`src/rtl/bbm_pkg.sv`:
```
package bbm_pkg;

	localparam int AXES_MAX = 2;
	localparam int COORD_W = 16;
	localparam int EXT_W = 16;
	localparam int AD_W = 17;
	localparam int SQ_W = 34;
	localparam int VOL_W = 32;
	localparam int RAD_W = 36;
	localparam int ROOT_W = 18;
	localparam int REM_W = ROOT_W + 4;
	localparam int SQ_STEPS = 3;
	localparam int SQ_STAGES = ROOT_W / SQ_STEPS;
	localparam int GEOM_STAGES = 4;
	localparam int LATENCY = GEOM_STAGES + SQ_STAGES;

	typedef struct packed {
		logic signed [COORD_W-1:0] box_a_x_end0;
		logic signed [COORD_W-1:0] box_a_x_end1;
		logic signed [COORD_W-1:0] box_a_y_end0;
		logic signed [COORD_W-1:0] box_a_y_end1;
		logic signed [COORD_W-1:0] box_b_x_end0;
		logic signed [COORD_W-1:0] box_b_x_end1;
		logic signed [COORD_W-1:0] box_b_y_end0;
		logic signed [COORD_W-1:0] box_b_y_end1;
	} boxes_t;

	typedef struct packed {
		logic [VOL_W-1:0] volume_a;
		logic [VOL_W-1:0] expansion;
		logic [VOL_W-1:0] overlap_area;
		logic             b_inside_a;
		logic [ROOT_W-1:0] centroid_distance;
	} metrics_t;

	typedef struct packed {
		logic [VOL_W-1:0] volume_a;
		logic [VOL_W-1:0] expansion;
		logic [VOL_W-1:0] overlap_area;
		logic             b_inside_a;
	} area_t;

	typedef struct packed {
		logic             valid;
		area_t            area;
		logic [RAD_W-1:0] sumsq;
	} geom_t;

endpackage

```
`src/rtl/bbm_sqrt.sv`:
```
module bbm_sqrt (
	input  logic                           clk,
	input  logic                           arst_n,
	input  bbm_pkg::geom_t                 geom,
	output logic                           out_valid,
	output bbm_pkg::area_t                 out_area,
	output logic [bbm_pkg::ROOT_W-1:0]     out_root
);

	localparam int NS = bbm_pkg::SQ_STAGES;
	localparam int NK = bbm_pkg::SQ_STEPS;
	localparam int RW = bbm_pkg::RAD_W;
	localparam int MW = bbm_pkg::REM_W;
	localparam int QW = bbm_pkg::ROOT_W;

	logic           vld_s  [NS+1];
	bbm_pkg::area_t area_s [NS+1];
	logic [RW-1:0]  rad_s  [NS+1];
	logic [MW-1:0]  rem_s  [NS+1];
	logic [QW-1:0]  root_s [NS+1];

	assign vld_s[0]  = geom.valid;
	assign area_s[0] = geom.area;
	assign rad_s[0]  = geom.sumsq;
	assign rem_s[0]  = '0;
	assign root_s[0] = '0;

	for (genvar g = 0; g < NS; g++) begin : g_stage
		logic [RW-1:0] rad_n;
		logic [MW-1:0] rem_n;
		logic [QW-1:0] root_n;

		// restoring square root, one result bit per step
		always_comb begin
			logic [MW-1:0] r;
			logic [RW-1:0] d;
			logic [QW-1:0] q;
			logic [MW-1:0] t;
			r = rem_s[g];
			d = rad_s[g];
			q = root_s[g];
			for (int k = 0; k < NK; k++) begin
				r = {r[MW-3:0], d[RW-1 -: 2]};
				d = {d[RW-3:0], 2'b00};
				t = MW'({q, 2'b01});
				if (r >= t) begin
					r = r - t;
					q = {q[QW-2:0], 1'b1};
				end else begin
					q = {q[QW-2:0], 1'b0};
				end
			end
			rad_n  = d;
			rem_n  = r;
			root_n = q;
		end

		always_ff @(posedge clk or negedge arst_n) begin
			if (!arst_n) begin
				vld_s[g+1] <= 1'b0;
			end else begin
				vld_s[g+1] <= vld_s[g];
			end
		end

		always_ff @(posedge clk) begin
			if (vld_s[g]) begin
				area_s[g+1] <= area_s[g];
				rad_s[g+1]  <= rad_n;
				rem_s[g+1]  <= rem_n;
				root_s[g+1] <= root_n;
			end
		end
	end

	assign out_valid = vld_s[NS];
	assign out_area  = area_s[NS];
	assign out_root  = root_s[NS];

endmodule

```
`config.mk`:
```
export PLATFORM = sky130hd
export DESIGN_NAME = bbm_sqrt
export DESIGN_NICKNAME = d
export VERILOG_FILES = /design/src/rtl/bbm_pkg.sv /design/src/rtl/bbm_sqrt.sv
export SDC_FILE = /design/constraint.sdc
export NUM_CORES = 1
export LEC_CHECK = 0
export BUFFER_PORTS_ARGS = -buffer_cell sky130_fd_sc_hd__buf_2
export CAP_MARGIN = 20
export CORE_UTILIZATION = 50
export CTS_CLUSTER_DIAMETER = 150
export CTS_CLUSTER_SIZE = 10
export DETAILED_ROUTE_END_ITERATION = 6
export GPL_ROUTABILITY_DRIVEN = 1
export GPL_TIMING_DRIVEN = 0
export PLACE_DENSITY = 0.7
export SLEW_MARGIN = 10
export SYNTH_ARGS = -nofsm -noshare
export SYNTH_HDL_FRONTEND = slang
export SYNTH_SLANG_ARGS = --single-unit
```
`constraint.sdc`:
```
create_clock -name clk -period 7 [get_ports clk]
set_input_delay 1.4 -clock clk [delete_from_list [all_inputs] [get_ports clk]]
set_output_delay 1.4 -clock clk [all_outputs]
set_load 0.005 [all_outputs]
```
# Word-level counts from Yosys, hierarchy flattened
# Cells that the tools add are included.
dict set report totals {
  reg_bits 841
  output_inout_bits 116
  elab_cells 116
}
dict set report classes {
  add_sub_neg 17
  n_lt_le_gt_ge 18
  mux 35
}
# operator count
set ops {}
lappend ops {{$mux W20} 17}
lappend ops {{$ge A22 B10 Y1} 1}
lappend ops {{$ge A22 B11 Y1} 1}
lappend ops {{$ge A22 B12 Y1} 1}
lappend ops {{$ge A22 B13 Y1} 1}
lappend ops {{$ge A22 B14 Y1} 1}
lappend ops {{$ge A22 B15 Y1} 1}
lappend ops {{$ge A22 B16 Y1} 1}
lappend ops {{$ge A22 B17 Y1} 1}
lappend ops {{$ge A22 B18 Y1} 1}
lappend ops {{$ge A22 B19 Y1} 1}
lappend ops {{$ge A22 B3 Y1} 1}
lappend ops {{$ge A22 B4 Y1} 1}
lappend ops {{$ge A22 B5 Y1} 1}
lappend ops {{$ge A22 B6 Y1} 1}
lappend ops {{$ge A22 B7 Y1} 1}
lappend ops {{$ge A22 B8 Y1} 1}
lappend ops {{$ge A22 B9 Y1} 1}
lappend ops {{$sub A20 B10 Y20} 1}
lappend ops {{$sub A20 B11 Y20} 1}
lappend ops {{$sub A20 B12 Y20} 1}
lappend ops {{$sub A20 B13 Y20} 1}
lappend ops {{$sub A20 B14 Y20} 1}
lappend ops {{$sub A20 B15 Y20} 1}
lappend ops {{other kinds (13)} 30}

# Longest topological paths before layout
dict set report depth {
  ltp_word 6
  ltp_mapped 39
  mapped_depth_nobuf 34
}

# Least setup slack after synthesis
# No wires, ideal clock.
dict set report synth_path {
  kind {reg-to-reg}
  start {reg root_s[45] (netlist name)}
  end {reg rem_s[25] (netlist name), data pin}
  arrival_time_ps 7404
  t_required_ps 6740
  slack_ps -664
  stages_incl_launch_ff 37
  n_path_buf 4
  period_less_slack_ps 7664
  cell_sequence {edfxtp_1 -> inv_1 -> ha_1 -> a21o_1 -> a21o_1 -> a22o_1 -> nor3_1 -> nand2_1 -> inv_2 -> buf_1 -> clkbuf_1 -> nand2_1 -> o21ai_0 -> ha_1 -> nand3_1 -> nor2_1 -> and3_1 -> and2_1 -> nand4_1 -> o211ai_1 -> nor4b_1 -> nand2_1 -> clkbuf_1 -> mux2_2 -> ha_1 -> clkbuf_1 -> a21oi_1 -> nor2b_1 -> o21a_1 -> o21a_1 -> o21a_1 -> o21a_1 -> o21ai_0 -> nand2b_1 -> o41a_1 -> nor2_2 -> mux2_2}
}
dict set report synth_via {
  elab_chain_cells 6
  word_cells_on_any_way 11
  classes_between {3 x add/sub; 3 x order compare; 5 x mux}
}
# item line_no
set synth_rtl {}
lappend synth_rtl {{start: declaration} bbm_sqrt.sv:20} ;# logic [QW-1:0] root_s [NS+1];
lappend synth_rtl {{start signal: indexed assignment} bbm_sqrt.sv:71} ;# root_s[g+1] <= root_n;
lappend synth_rtl {{$ge A22 B14 Y1 (*)} bbm_sqrt.sv:46} ;# if (r >= t) begin
lappend synth_rtl {{$mux W1 (*)} bbm_sqrt.sv:46}
lappend synth_rtl {{via g_stage[4].$5.q[2]} bbm_sqrt.sv:37} ;# logic [QW-1:0] q;
lappend synth_rtl {{$ge A22 B15 Y1 or $sub A20 B15 Y20 (tied branches)} {bbm_sqrt.sv:46, bbm_sqrt.sv:47}}
lappend synth_rtl {{$mux W20 or $mux W1 (tied branches)} bbm_sqrt.sv:46}
lappend synth_rtl {{$sub A20 B16 Y20 or $ge A22 B16 Y1 (tied branches)} {bbm_sqrt.sv:47, bbm_sqrt.sv:46}}
lappend synth_rtl {{$mux W20 (*)} bbm_sqrt.sv:46}
lappend synth_rtl {{via g_stage[4].$5.r[3]} bbm_sqrt.sv:35} ;# logic [MW-1:0] r;
lappend synth_rtl {{end signal: indexed assignment} bbm_sqrt.sv:70} ;# rem_s[g+1] <= rem_n;
lappend synth_rtl {{end: declaration} bbm_sqrt.sv:19} ;# logic [MW-1:0] rem_s [NS+1];
# Mark *: on every way through the listed nets, which the timed path passes. The rest lies on a longest branch.
# A chain may end at the register's enable or synchronous reset.

# Worst setup path after layout
dict set report layout_path {
  start {reg rem_s[53] (netlist name)}
  end {reg rem_s[26] (netlist name), data pin}
}
dict set report layout_via {
  elab_chain_cells 6
  word_cells_on_any_way 11
  classes_between {3 x add/sub; 3 x order compare; 5 x mux}
}
# item line_no
set layout_rtl {}
lappend layout_rtl {{$ge A22 B14 Y1 (*)} bbm_sqrt.sv:46}
lappend layout_rtl {{$mux W1 (*)} bbm_sqrt.sv:46}
lappend layout_rtl {{via g_stage[4].$5.q[2]} bbm_sqrt.sv:37}
lappend layout_rtl {{$sub A20 B15 Y20 or $ge A22 B15 Y1 (tied branches)} {bbm_sqrt.sv:47, bbm_sqrt.sv:46}}
lappend layout_rtl {{$mux W20 or $mux W1 (tied branches)} bbm_sqrt.sv:46}
lappend layout_rtl {{$sub A20 B16 Y20 or $ge A22 B16 Y1 (tied branches)} {bbm_sqrt.sv:47, bbm_sqrt.sv:46}}
lappend layout_rtl {{$mux W20 (*)} bbm_sqrt.sv:46}
lappend layout_rtl {{via g_stage[4].$5.r[4]} bbm_sqrt.sv:35}
# Marks and branches as above.

==> reports/qor_table.md <==
| Group | Result | This run |
|---|---|---|
| grt | Remaining global-route overflow | 0 |
| logic synthesis | Library cells used by synthesis | 109 |
| sta | Layout Skew | 0.0605 ns |
| sta | Worst Max-Slew Pin Slew | 0.789 ns |
| placement | Cell Area, Placed | 42800 um^2 |
| routing | Number of vias per cell | 5.61 |
| cts | Clock tree from TritonCTS | done |
| power and ir drop | Peak VDD IR | 0.000284 V |
| critical path | Worst-path fanout max | 7 |
| hold path | Hold Crit Depth | 0 |
| logic synthesis | Gate Count Post-Synth | 3032 |
| critical path | Cell repeated most along the worst path | o21a_1 |
| logic synthesis | Most common flop cell mapped by yosys | edfxtp_1 |
| logic synthesis | Dominant cell by count in the synthesized netlist | edfxtp_1 |
| routing | Iter 0 DRT Violations | 1870 |
| run | Number of maximum-capacitance violations | 0 |
| routing | Post-detailed-route count of antenna-violating nets | 0 |
| cts | Cts bufs inserted | 94 |
| cells and area | Area growth, synth to finish | 20.3% |
| cts | Maximum count of clock buffers along a single path | 3 |
| routing | Drt total wl | 91.1 mm |
| placement | DP Wirelength | 64.1 mm |
| outcome | Outcome | completed |
| grt | First-pass GRT wire length | 138 mm |
| logic synthesis | Portion of synthesized cell area occupied by the leading cell type | 62.9% |
| grt | Antenna violations before repair | 6 |
| cts | H-Tree Level Count | 3 |
| cts | Sinks on the clock net | 841 |
| critical path | Data required time at the worst endpoint | 7.37 ns |
| critical path | Critical Path End Type | register |
| logic synthesis | Sequential fraction of the synthesis area | 63.3% |
| cts | Clock edge transition at the registers on the reported setup and hold paths | 0.05 ns |
| logic synthesis | Number of synthesized flops with an enable pin | 835 |
| cts | Clk_lat worst skew | 0.67 ns |
| floorplan | Placeable Area | 78900 um^2 |
| critical path | Crit path arrival time | 7.28 ns |
| logic synthesis | Number of synthesized register bits | 841 |
| floorplan | Die ar. | 80800 um^2 |
| cells and area | Layout cells sized above 1 | 26.4% |
| floorplan | Row count | 103 |
| grt | Pin count of the biggest net entering global routing | 96 |
| routing | Via count of the routed design | 25873 |
| critical path | Startpoint Class | register |
| sta | Final critical-path required period | 6.91 ns |
| floorplan | Vertical die dimension | 284 um |
| cells and area | Area of all sequential standard cells | 25200 um^2 |
| cells and area | Number of non-filler instances in the completed layout | 4613 |
| sta | Final max-slew violation count | 0 |
| placement | Count of port buffers added during placement | 251 |
| cells and area | Final core utilization | 60.8% |
| logic synthesis | Post-Syn Area | 39800 um^2 |
| logic synthesis | Warning count from the yosys run | 0 |
| cells and area | Number of fill cells in the layout | 6117 |
| critical path | Maximum single-stage delay on the critical path | 0.45 ns |
| cells and area | Number of nets at the end of the flow | 3861 |
| power and ir drop | Power density normalized to cell area | 323 nW/um^2 |
| floorplan | Die Span X | 284 um |
| critical path | Cell with the biggest individual delay on the critical path | edfxtp_1 |
| critical path | Logic depth of the worst register-to-register path | 33 |
| sta | Final cycle utilization of the critical path | 98.7% |
| routing | Wire per inst | 19.7 um |
| logic synthesis | Average cell area after synthesis | 13.1 um^2 |
| critical path | Worst Setup Path Type | reg2reg |
| cts | Library cell used as clock root buffer | clkbuf_16 |
| routing | DRC errors left | 0 |
| sta | Unrepaired setup endpoints after global routing | true |
| grt | All-Layer GR Usage | 22.0% |
| hold path | Kind of path behind the tightest hold check | reg2reg |
| sta | Max Freq | 145 MHz |
| placement | Number of placed instances, taps included | 4345 |
| placement | Placer congestion estimate | 0.923 |
| power and ir drop | Leak Pwr | 18.4 nW |
| floorplan | Starting utilization of the core area | 50.5% |
| sta | Number of setup violations in the final report | 0 |
| floorplan | Number of ports placed on the die boundary | 252 |
| cells and area | Final instance area | 47900 um^2 |
| routing | First-pass DRT Iterations | 6 |
| grt | Via count of the first global-routing pass | 24736 |
| sta | Fin. Hold Viols | 0 |
| cts | Hold Buf Count CTS | 0 |
| logic synthesis | Main area contributors after synthesis | edfxtp_1, ha_1, xnor2_1 |
| logic synthesis | Leading post-synthesis cells by instance count | edfxtp_1, nand2_1, a21oi_1 |
| logic synthesis | Share of async-settable or async-resettable flops after synthesis | 0.713% |
| logic synthesis | Cell taking the most area after synthesis | edfxtp_1 |
| sta | Tightest slew margin relative to the limit | 46.8% |
| cells and area | Multi-input gate area in the final layout | 14200 um^2 |
cell families after synthesis:
| logic type | after synthesis | share of synthesized area (%) |
|---|---|---|
| compound gates | 676 | 11.1 |
| xor+xnor | 194 | 4.33 |
| fa+ha+maj | 188 | 5.90 |
| buf+inv | 305 | 3.90 |
| flops | 841 | 63.3 |
| mux | 44 | 1.19 |
| other cells | 1 | 0.00941 |
| simple gates | 783 | 10.2 |
timing repair:
item	CTS	global route
endpoints found under the setup margin	85	84
endpoints found under the hold margin	0	0
gates cloned	1	2
gates resized for setup	164	189
pin swaps	39	76
setup buffers	93	63
metal layers:
layer,track usage (%),vias to the layer above,routed length [um]
met2,36.7,804,44000
met1,30.0,12549,40000
li1,-,12367,-
met5,0,-,0
met4,6.95,0,2380
met3,2.81,153,4770
report_power, final:
group,switching (mW),internal (mW)
sequential,0.265,6.11
combinational,2.74,2.10
clock,1.85,2.42
total,4.86,10.6
critical path, delay by kind of cell, from the launching register on:
family / cells / cell delay (ns)
adders and majority gates: 3 / 0.86
muxes: 3 / 0.97
and+or+nand+nor: 12 / 1.63
DFF: 1 / 0.45
AOI/OAI and AO/OA: 11 / 2.27
buffers and inverters: 4 / 0.45
sequential cells by signal, summed over array words and instances, names as in the netlist:
name,count
area_s,485
out_area,97
root_s,45
g_stage.$5.d,60
vld_s,5
out_root,18
out_valid,1
rad_s,30
rem_s,100
stage by stage:
step	hold slack, ns	power, mW	worst slack, ns	setup TNS (ns)
final	0.358	15.5	0.0929	0
after global routing	0.355	16.3	-0.222	-2.76
after CTS	0.350	15.2	0.00179	0
after detailed placement	0.405	10.6	-2.12	-126.81
after global placement	0.400	10.5	-2.08	-130.05
after floorplan	0.400	9.58	0.000281	0
placed cells by master, fill, tap and decap left out, types with 68 or more instances in the layout:
master	n
o21ai_0	111
inv_1	111
edfxtp_1	835
ha_1	144
xor2_1	68
a21o_1	77
a21oi_1	176
nor2_1	161
xnor2_1	124
nand2_1	196
buf_4	253
buf_2	257
clkbuf_16	99
layout make-up:
type	instances	area share (%)
multi-input cells	1887	29.6
inverters	147	1.22
diodes	7	0.0365
clock buffers	106	5.00
plain buffers	148	2.47
flip-flops and latches	841	52.7
well taps	1050	2.74
repair buffers	418	5.82
clock inverters	9	0.465
final timing paths:
kind,endpoint,from,slack (ns)
setup reg to reg,rem_s[26],rem_s[53],0.09
max in group asynchronous,vld_s[1],arst_n,6.25
hold reg to reg,area_s[464],area_s[561],0.36
hold / removal,area_s[464],area_s[561],0.36
setup / recovery,rem_s[26],rem_s[53],0.09
min in group asynchronous,out_valid,arst_n,0.56
No activity file was read; power rests on OpenSTA's default activity.
