**src/rtl/bbm_pkg.sv**
```systemverilog
package bbm_pkg;

	localparam int AXES_MAX = 2;
	localparam int COORD_W = 16;
	localparam int EXT_W = 16;
	localparam int AD_W = 17;
	localparam int SQ_W = 34;
	localparam int VOL_W = 32;
	localparam int RAD_W = 36;
	localparam int ROOT_W = 18;
	localparam int REM_W = ROOT_W + 4;
	localparam int SQ_STEPS = 3;
	localparam int SQ_STAGES = ROOT_W / SQ_STEPS;
	localparam int GEOM_STAGES = 4;
	localparam int LATENCY = GEOM_STAGES + SQ_STAGES;

	typedef struct packed {
		logic signed [COORD_W-1:0] box_a_x_end0;
		logic signed [COORD_W-1:0] box_a_x_end1;
		logic signed [COORD_W-1:0] box_a_y_end0;
		logic signed [COORD_W-1:0] box_a_y_end1;
		logic signed [COORD_W-1:0] box_b_x_end0;
		logic signed [COORD_W-1:0] box_b_x_end1;
		logic signed [COORD_W-1:0] box_b_y_end0;
		logic signed [COORD_W-1:0] box_b_y_end1;
	} boxes_t;

	typedef struct packed {
		logic [VOL_W-1:0] volume_a;
		logic [VOL_W-1:0] expansion;
		logic [VOL_W-1:0] overlap_area;
		logic             b_inside_a;
		logic [ROOT_W-1:0] centroid_distance;
	} metrics_t;

	typedef struct packed {
		logic [VOL_W-1:0] volume_a;
		logic [VOL_W-1:0] expansion;
		logic [VOL_W-1:0] overlap_area;
		logic             b_inside_a;
	} area_t;

	typedef struct packed {
		logic             valid;
		area_t            area;
		logic [RAD_W-1:0] sumsq;
	} geom_t;

endpackage

```
**src/rtl/bbm_geom.sv**
```systemverilog
module bbm_geom #(
	parameter int AXES = 2
) (
	input  logic             clk,
	input  logic             arst_n,
	input  logic             start,
	input  bbm_pkg::boxes_t  boxes,
	output bbm_pkg::geom_t   geom
);

	localparam int N = bbm_pkg::AXES_MAX;
	localparam int CW = bbm_pkg::COORD_W;
	localparam int EW = bbm_pkg::EXT_W;
	localparam int AW = bbm_pkg::AD_W;
	localparam int QW = bbm_pkg::SQ_W;
	localparam int VW = bbm_pkg::VOL_W;
	localparam int RW = bbm_pkg::RAD_W;

	logic signed [CW-1:0] ra0 [N];
	logic signed [CW-1:0] ra1 [N];
	logic signed [CW-1:0] rb0 [N];
	logic signed [CW-1:0] rb1 [N];

	logic                 v_s1;
	logic signed [CW-1:0] alo_s1 [N];
	logic signed [CW-1:0] ahi_s1 [N];
	logic signed [CW-1:0] blo_s1 [N];
	logic signed [CW-1:0] bhi_s1 [N];

	logic          v_s2;
	logic [EW-1:0] exa_s2 [N];
	logic [EW-1:0] exu_s2 [N];
	logic [EW-1:0] exo_s2 [N];
	logic [N-1:0]  opos_s2;
	logic [N-1:0]  ins_s2;
	logic [AW-1:0] ad_s2 [N];

	logic          v_s3;
	logic [VW-1:0] vola_s3;
	logic [VW-1:0] volu_s3;
	logic [VW-1:0] volo_s3;
	logic          ook_s3;
	logic          ins_s3;
	logic [QW-1:0] sq_s3 [N];

	logic                v_s4;
	bbm_pkg::area_t      area_s4;
	logic [RW-1:0]       sumsq_s4;

	assign ra0[0] = boxes.box_a_x_end0;
	assign ra1[0] = boxes.box_a_x_end1;
	assign ra0[1] = boxes.box_a_y_end0;
	assign ra1[1] = boxes.box_a_y_end1;
	assign rb0[0] = boxes.box_b_x_end0;
	assign rb1[0] = boxes.box_b_x_end1;
	assign rb0[1] = boxes.box_b_y_end0;
	assign rb1[1] = boxes.box_b_y_end1;

	// valid chain
	always_ff @(posedge clk or negedge arst_n) begin
		if (!arst_n) begin
			v_s1 <= 1'b0;
			v_s2 <= 1'b0;
			v_s3 <= 1'b0;
			v_s4 <= 1'b0;
		end else begin
			v_s1 <= start;
			v_s2 <= v_s1;
			v_s3 <= v_s2;
			v_s4 <= v_s3;
		end
	end

	for (genvar i = 0; i < N; i++) begin : g_axis
		logic signed [CW-1:0]   ulo;
		logic signed [CW-1:0]   uhi;
		logic signed [CW-1:0]   olo;
		logic signed [CW-1:0]   ohi;
		logic signed [CW:0]     da;
		logic signed [CW:0]     du;
		logic signed [CW:0]     dov;
		logic signed [CW:0]     sa;
		logic signed [CW:0]     sb;
		logic signed [CW+1:0]   df;
		logic [AW-1:0]          adv;
		logic                   in_use;

		assign in_use = (i < AXES);

		// stage 1: order the ends
		always_ff @(posedge clk) begin
			if (start) begin
				alo_s1[i] <= (ra0[i] < ra1[i]) ? ra0[i] : ra1[i];
				ahi_s1[i] <= (ra0[i] < ra1[i]) ? ra1[i] : ra0[i];
				blo_s1[i] <= (rb0[i] < rb1[i]) ? rb0[i] : rb1[i];
				bhi_s1[i] <= (rb0[i] < rb1[i]) ? rb1[i] : rb0[i];
			end
		end

		always_comb begin
			ulo = (alo_s1[i] < blo_s1[i]) ? alo_s1[i] : blo_s1[i];
			uhi = (ahi_s1[i] > bhi_s1[i]) ? ahi_s1[i] : bhi_s1[i];
			olo = (alo_s1[i] > blo_s1[i]) ? alo_s1[i] : blo_s1[i];
			ohi = (ahi_s1[i] < bhi_s1[i]) ? ahi_s1[i] : bhi_s1[i];
			da  = (CW+1)'(ahi_s1[i]) - (CW+1)'(alo_s1[i]);
			du  = (CW+1)'(uhi) - (CW+1)'(ulo);
			dov = (CW+1)'(ohi) - (CW+1)'(olo);
			sa  = (CW+1)'(ahi_s1[i]) + (CW+1)'(alo_s1[i]);
			sb  = (CW+1)'(bhi_s1[i]) + (CW+1)'(blo_s1[i]);
			df  = (CW+2)'(sa) - (CW+2)'(sb);
			adv = df[CW+1] ? AW'(-df) : AW'(df);
		end

		// stage 2: extents per axis, unused axes act as neutral
		always_ff @(posedge clk) begin
			if (v_s1) begin
				exa_s2[i]  <= in_use ? da[EW-1:0] : EW'(1);
				exu_s2[i]  <= in_use ? du[EW-1:0] : EW'(1);
				exo_s2[i]  <= in_use ? dov[EW-1:0] : EW'(1);
				opos_s2[i] <= in_use ? (!dov[CW] && (dov != '0)) : 1'b1;
				ins_s2[i]  <= in_use ? ((blo_s1[i] >= alo_s1[i]) && (bhi_s1[i] <= ahi_s1[i]))
					: 1'b1;
				ad_s2[i]   <= in_use ? adv : '0;
			end
		end

		// stage 3: squares
		always_ff @(posedge clk) begin
			if (v_s2) begin
				sq_s3[i] <= QW'(ad_s2[i]) * QW'(ad_s2[i]);
			end
		end
	end

	// stage 3: areas
	always_ff @(posedge clk) begin
		if (v_s2) begin
			vola_s3 <= VW'(exa_s2[0]) * VW'(exa_s2[1]);
			volu_s3 <= VW'(exu_s2[0]) * VW'(exu_s2[1]);
			volo_s3 <= VW'(exo_s2[0]) * VW'(exo_s2[1]);
			ook_s3  <= &opos_s2;
			ins_s3  <= &ins_s2;
		end
	end

	// stage 4: combine
	always_ff @(posedge clk) begin
		if (v_s3) begin
			area_s4.volume_a     <= vola_s3;
			area_s4.expansion    <= volu_s3 - vola_s3;
			area_s4.overlap_area <= ook_s3 ? volo_s3 : '0;
			area_s4.b_inside_a   <= ins_s3;
			sumsq_s4             <= RW'(sq_s3[0]) + RW'(sq_s3[1]);
		end
	end

	assign geom.valid = v_s4;
	assign geom.area  = area_s4;
	assign geom.sumsq = sumsq_s4;

endmodule

```
**config.mk**
```make
export PLATFORM = sky130hd
export DESIGN_NAME = bbm_geom
export DESIGN_NICKNAME = d
export VERILOG_FILES = /design/src/rtl/bbm_pkg.sv /design/src/rtl/bbm_geom.sv
export SDC_FILE = /design/constraint.sdc
export NUM_CORES = 2
export LEC_CHECK = 0
export BUFFER_PORTS_ARGS = -buffer_cell sky130_fd_sc_hd__buf_2
export CORE_ASPECT_RATIO = 0.9
export CORE_MARGIN = 2
export CORE_UTILIZATION = 45
export CTS_CLUSTER_SIZE = 16
export DETAILED_ROUTE_END_ITERATION = 10
export GPL_ROUTABILITY_DRIVEN = 0
export SYNTH_ARGS = -nofsm -noshare
export SYNTH_HDL_FRONTEND = slang
export SYNTH_SLANG_ARGS = --single-unit
```
**constraint.sdc**
```tcl
create_clock -name clk -period 7.4 [get_ports clk]
set_input_delay 0.37 -clock clk [delete_from_list [all_inputs] [get_ports clk]]
set_output_delay 0.37 -clock clk [all_outputs]
set_load 0.02 [all_outputs]
```
# Yosys cells after proc, flatten, opt, wreduce, memory -nomap -nowiden
# Memory sizes are Yosys's and may differ from the RTL's.
# Index checks and enable logic that the tools add are counted.
[word_totals]
out_inout_bits = 134
regBits = 239
ram_bits = 326
in_bits = 131
n_memories = 9
elab_cells = 98
[classes]
n_reduce_logical = 10
magnitude_cmp = 16
mul = 5
mux = 24
n_addsub = 16
[mem_list]
columns = ["name", "words", "word_bits", "read_ports", "rd_clocked_by_memory_dff", "wr", "line", "text"]
rows = [
  ["sq_s3", 2, 34, 2, 0, 2, "bbm_geom.sv:44", "logic [QW-1:0] sq_s3 [N];"],
  ["ad_s2", 2, 17, 2, 0, 2, "bbm_geom.sv:36", "logic [AW-1:0] ad_s2 [N];"],
  ["ahi_s1", 2, 16, 2, 0, 2, "bbm_geom.sv:26", "logic signed [CW-1:0] ahi_s1 [N];"],
  ["alo_s1", 2, 16, 2, 0, 2, "bbm_geom.sv:25", "logic signed [CW-1:0] alo_s1 [N];"],
  ["bhi_s1", 2, 16, 2, 0, 2, "bbm_geom.sv:28", "logic signed [CW-1:0] bhi_s1 [N];"],
  ["blo_s1", 2, 16, 2, 0, 2, "bbm_geom.sv:27", "logic signed [CW-1:0] blo_s1 [N];"],
  ["+3 memories", "n/a", "n/a", "n/a", "n/a", "n/a", "n/a", ""],
]
[ops]
columns = ["operator", "n"]
rows = [
  ["two-way mux 16 bit", 16],
  ["< comparator 16 bit", 8],
  ["multiplier 16 x 16 -> 32 bit", 3],
  ["adder 16 x 16 -> 17 bit", 4],
  ["multiplier 17 x 17 -> 34 bit", 2],
  ["> comparator 16 bit", 4],
  ["subtractor 16 bit", 4],
  ["subtractor 17 x 17 -> 18 bit", 2],
  ["adder 34 x 34 -> 35 bit", 1],
  ["two-way mux 17 bit", 2],
  ["negation 17 bit", 2],
  ["nonzero test 17 bit", 2],
  ["subtractor 16 x 16 -> 17 bit", 2],
  [">= comparator 16 bit", 2],
  ["less-or-equal comparator 16 bit", 2],
  ["subtractor 32 bit", 1],
  ["two-way mux 1 bit", 6],
  ["logical AND 1 bit", 4],
  ["AND reduction 2 bit", 2],
  ["logical NOT 1 bit", 2],
]

# Depth between registers and ports, before layout
# An unclocked memory read counts as a cell.
[depth]
ltp_word = 6
mapped_depth = 26
mapped_depth_nobuf = 25

# Worst setup path before layout
# No wires, ideal clock.
[synth_path]
path_kind = "reg2reg"
startpoint = "mem ad_s2[0][10] (netlist bit)"
endpoint = "mem sq_s3[0][33] (netlist bit), data pin"
t_arrival_ns = 6.234
period_less_slack_ns = 6.494
slack_ns = 0.906
path_stages_with_launch = 24
required_time_ns = 7.140
setup_time_ns = 0.260
n_path_buf = 1
path_cell_list = "edfxtp_1 clkbuf_1 and2_1 fa_1 inv_1 fa_1 fa_1 inv_1 fa_1 fa_1 inv_1 fa_1 inv_1 ha_1 a21o_1 a21o_1 a211oi_1 a211o_1 a31oi_1 a221o_1 a31oi_1 o21ai_0 a21oi_1 xnor2_1"
[synth_lines]
columns = ["item", "line"]
rows = [
  ["start: declaration", "bbm_geom.sv:36"],
  ["end: declaration", "bbm_geom.sv:44"],
]

==> results.sh <==
export IMPL_hpwl_mm=165
export IMPL_synthArstFlopShare=0.00712
export IMPL_crit_type="reg -> reg"
export IMPL_cp_end_kind="flop"
export IMPL_ys_seq_elements=562
export IMPL_ios=265
export IMPL_grt_max_degree=129
export IMPL_grt_pass1_vias=55100
export IMPL_vias=53500
export IMPL_fmax_mhz=144
export IMPL_dieArea_um2=169000
export IMPL_grt_util_all_layers=0.239
export IMPL_slew_viol_final=0
export IMPL_post_drt_wl_per_cell_um=19.4
export IMPL_crit_chain="and2_1 -> fa_1 -> inv_1 -> fa_1 -> inv_1 -> fa_1 -> fa_1 -> fa_1 -> inv_1 -> fa_1 -> inv_1 -> ha_1 -> a211oi_1 -> a21o_1 -> o221ai_1 -> a221oi_2 -> o21bai_1 -> a21oi_2 -> o21ai_1 -> a311o_1 -> a21oi_1 -> xnor2_1"
export IMPL_rsz0062_at_grt="false"
export IMPL_wl_mm=198
export IMPL_maxCapViolCount=0
export IMPL_crit_fanout=11
export IMPL_hold_violations=0
export IMPL_clkLatencyLatePin_ps=690
export IMPL_ant_nets=0
export IMPL_numCtsBuffers=71
export IMPL_core_rowCount=141
export IMPL_clock_root_buffer="clkbuf_16"
export IMPL_path_common_cell="fa_1"
export IMPL_fin_tns_setup_ps=0
export IMPL_drt_iter0_markers=3593
export IMPL_cp_data_arrival_time_ps=7410
export IMPL_crit_path_start_kind="flop"
export IMPL_synth_seq_area_share=0.226
export IMPL_vias_per_cell=5.23
export IMPL_numPortBuffers=263
export IMPL_synth_edf_count=558
export IMPL_synth_main_ff_cell="edfxtp_1"
export IMPL_yosys_warnings=0
export IMPL_drive_gt1_frac=0.0881
export IMPL_yosys_area_top_type="fa_1"
export IMPL_cpPeakStageDelay_ps=660
export IMPL_synth_top_area_share=0.277
export IMPL_grt_ovfl_total=0
export IMPL_cts_buffer_depth=3
export IMPL_cts_tree="built"
export IMPL_post_route_drc_count=0
export IMPL_htree_levels=3
export IMPL_syn_nets=9509
export IMPL_syn_area_per_cell_um2=9.97
export IMPL_synth_cells=7494
export IMPL_fin_crit_sh=0.941
export IMPL_cp_slowest_cell="edfxtp_1"
export IMPL_core_um2=165000
export IMPL_period_minus_slack_ps=6970
export IMPL_synthTopCellsByArea="fa_1 28%, edfxtp_1 22%, ha_1 14%"
export IMPL_yosysMostFrequentCell="inv_1"
export IMPL_ys_types=90
export IMPL_tightestPinTransition_ps=1100
export IMPL_synth_area_um2=74700
export IMPL_antenna_found_initial=7
export IMPL_synth_common_cells="1536 x inv_1, 1035 x fa_1, 849 x ha_1"
export IMPL_hp_class="in -> reg"
export IMPL_initial_utilization=0.454
export IMPL_status="completed"
export IMPL_num_nets_final=9959
export IMPL_drt_pass1_iterations=8
export IMPL_cp_required_ps=7840
export IMPL_setup_viol=0
export IMPL_clk_pin_slew_worst_paths_ps=60
export IMPL_max_slew_margin=0.270
export IMPL_fin_skew_ps=42.8
export IMPL_area_delta_synth_final_pct=11.6
export IMPL_die_h_um=391
export IMPL_die_width_um=434
export IMPL_grt_pass1_wl_mm=312
export IMPL_cts_sinks=562
## path summary, 6_finish.rpt
check                                        start                       to  slack (ps)  cells past startpoint
min                                      boxes[21]  bhi_s1[0][21]$_DFFE_PP_          50                      2
max reg2reg                exo_s2[0][26]$_DFFE_PP_    volo_s3[30]$_DFFE_PP_         430                     22
min reg2reg                       ins_s3$_DFFE_PP_       geom[36]$_DFFE_PP_         450                      0
min in group asynchronous                   arst_n           v_s4$_DFF_PN0_         600                      3
max                        exo_s2[0][26]$_DFFE_PP_    volo_s3[30]$_DFFE_PP_         430                     22
max in group asynchronous                   arst_n           v_s2$_DFF_PN0_        6550                      3
## stage by stage
stage	std cells	hold slack [ps]	setup WS [ps]	util	instance area [um2]
after global placement	9890	197	368	0.480	79000
after floorplan	7494	74.4	906	-	74700
after global routing	10200	16.7	6.12	0.506	83400
after CTS	10200	0.774	225	0.504	83000
after detailed placement	9890	200	242	0.480	79000
final	10200	52.1	435	0.506	83400
## per-layer routing
metal / vias up / GRT usage / wire [um]
met5: - / 0 / 30
met4: 4 / 0.102 / 9780
met3: 281 / 0.0340 / 10700
met2: 1427 / 0.380 / 91000
met1: 26800 / 0.328 / 87000
li1: 25000 / - / -
## flip-flops by register name, indices dropped and copies added (netlist names)
signal / cells
geom: 97
sq_s3: 66
sumsq_s4: 35
ad_s2: 34
ahi_s1: 32
alo_s1: 32
bhi_s1: 32
blo_s1: 32
exa_s2: 32
exo_s2: 32
exu_s2: 32
vola_s3: 32
volo_s3: 32
volu_s3: 32
ins_s2: 2
opos_s2: 2
ins_s3: 1
ook_s3: 1
v_s1: 1
v_s2: 1
v_s3: 1
v_s4: 1
## final cells by class
type,instances,area (um2)
Sequential cell,562,16900
Clock inverter,54,658
Timing Repair Buffer,562,4000
Inverter,1536,5770
Multi-Input combinational cell,5211,51500
Fill cell,15100,81200
Clock buffer,77,1810
Tap cell,2216,2770
Antenna cell,1,2.50
## cells in the final DEF (no fill, tap or decap), types with 16 or more instances in the layout
cell type and n:
and3_1 23, mux2i_1 23, a31oi_1 20, nor2_1 268, mux2_2 140, o21a_1 55
nand3_1 53, o21ai_0 185, a211oi_1 32, a21o_1 159, ha_1 849, xor2_1 80
buf_4 137, xnor2_1 260, buf_2 262, a21boi_0 16, nand2_1 730, nand4_1 43
nor3_1 69, edfxtp_1 558, and2_1 528, fa_1 1035, o21bai_1 42, nor2b_1 57
inv_1 1536, dlygate4sd3_1 160, clkbuf_16 71, nand2b_1 40, a21oi_1 274
## repair_timing
item / 4_1_cts / 5_1_grt
buffers inserted: 0 / 37
hold buffers: 160 / 0
endpoints found under the hold margin: 112 / 0
endpoints found under the setup margin: 0 / 8
gates resized for setup: 0 / 3
## cells by family after synthesis
logic type | count (synthesis) | share of synthesized area
AO/OA/AOI/OAI | 932 | 0.0800
XOR/XNOR | 342 | 0.0402
adder cells (fa/ha/maj) | 1884 | 0.419
buffers and inverters | 1721 | 0.0866
flip-flops | 562 | 0.226
multiplexers | 164 | 0.0243
other | 1 | 0.0000502
AND/OR/NAND/NOR | 1888 | 0.124
## critical path: cells and delay by family, from the launching register on
family                     cells  cell delay [ps]
AOI/OAI and AO/OA              9             2170
xor gates and xnor gates       1               80
adders and majority gates      7             3310
buffers and inverters          4              190
DFF                            1              660
and+or+nand+nor                1              300
Power is left out: the tool's default activity adds up to more than one toggle a clock period on the data nets, which glitch-free logic cannot reach.
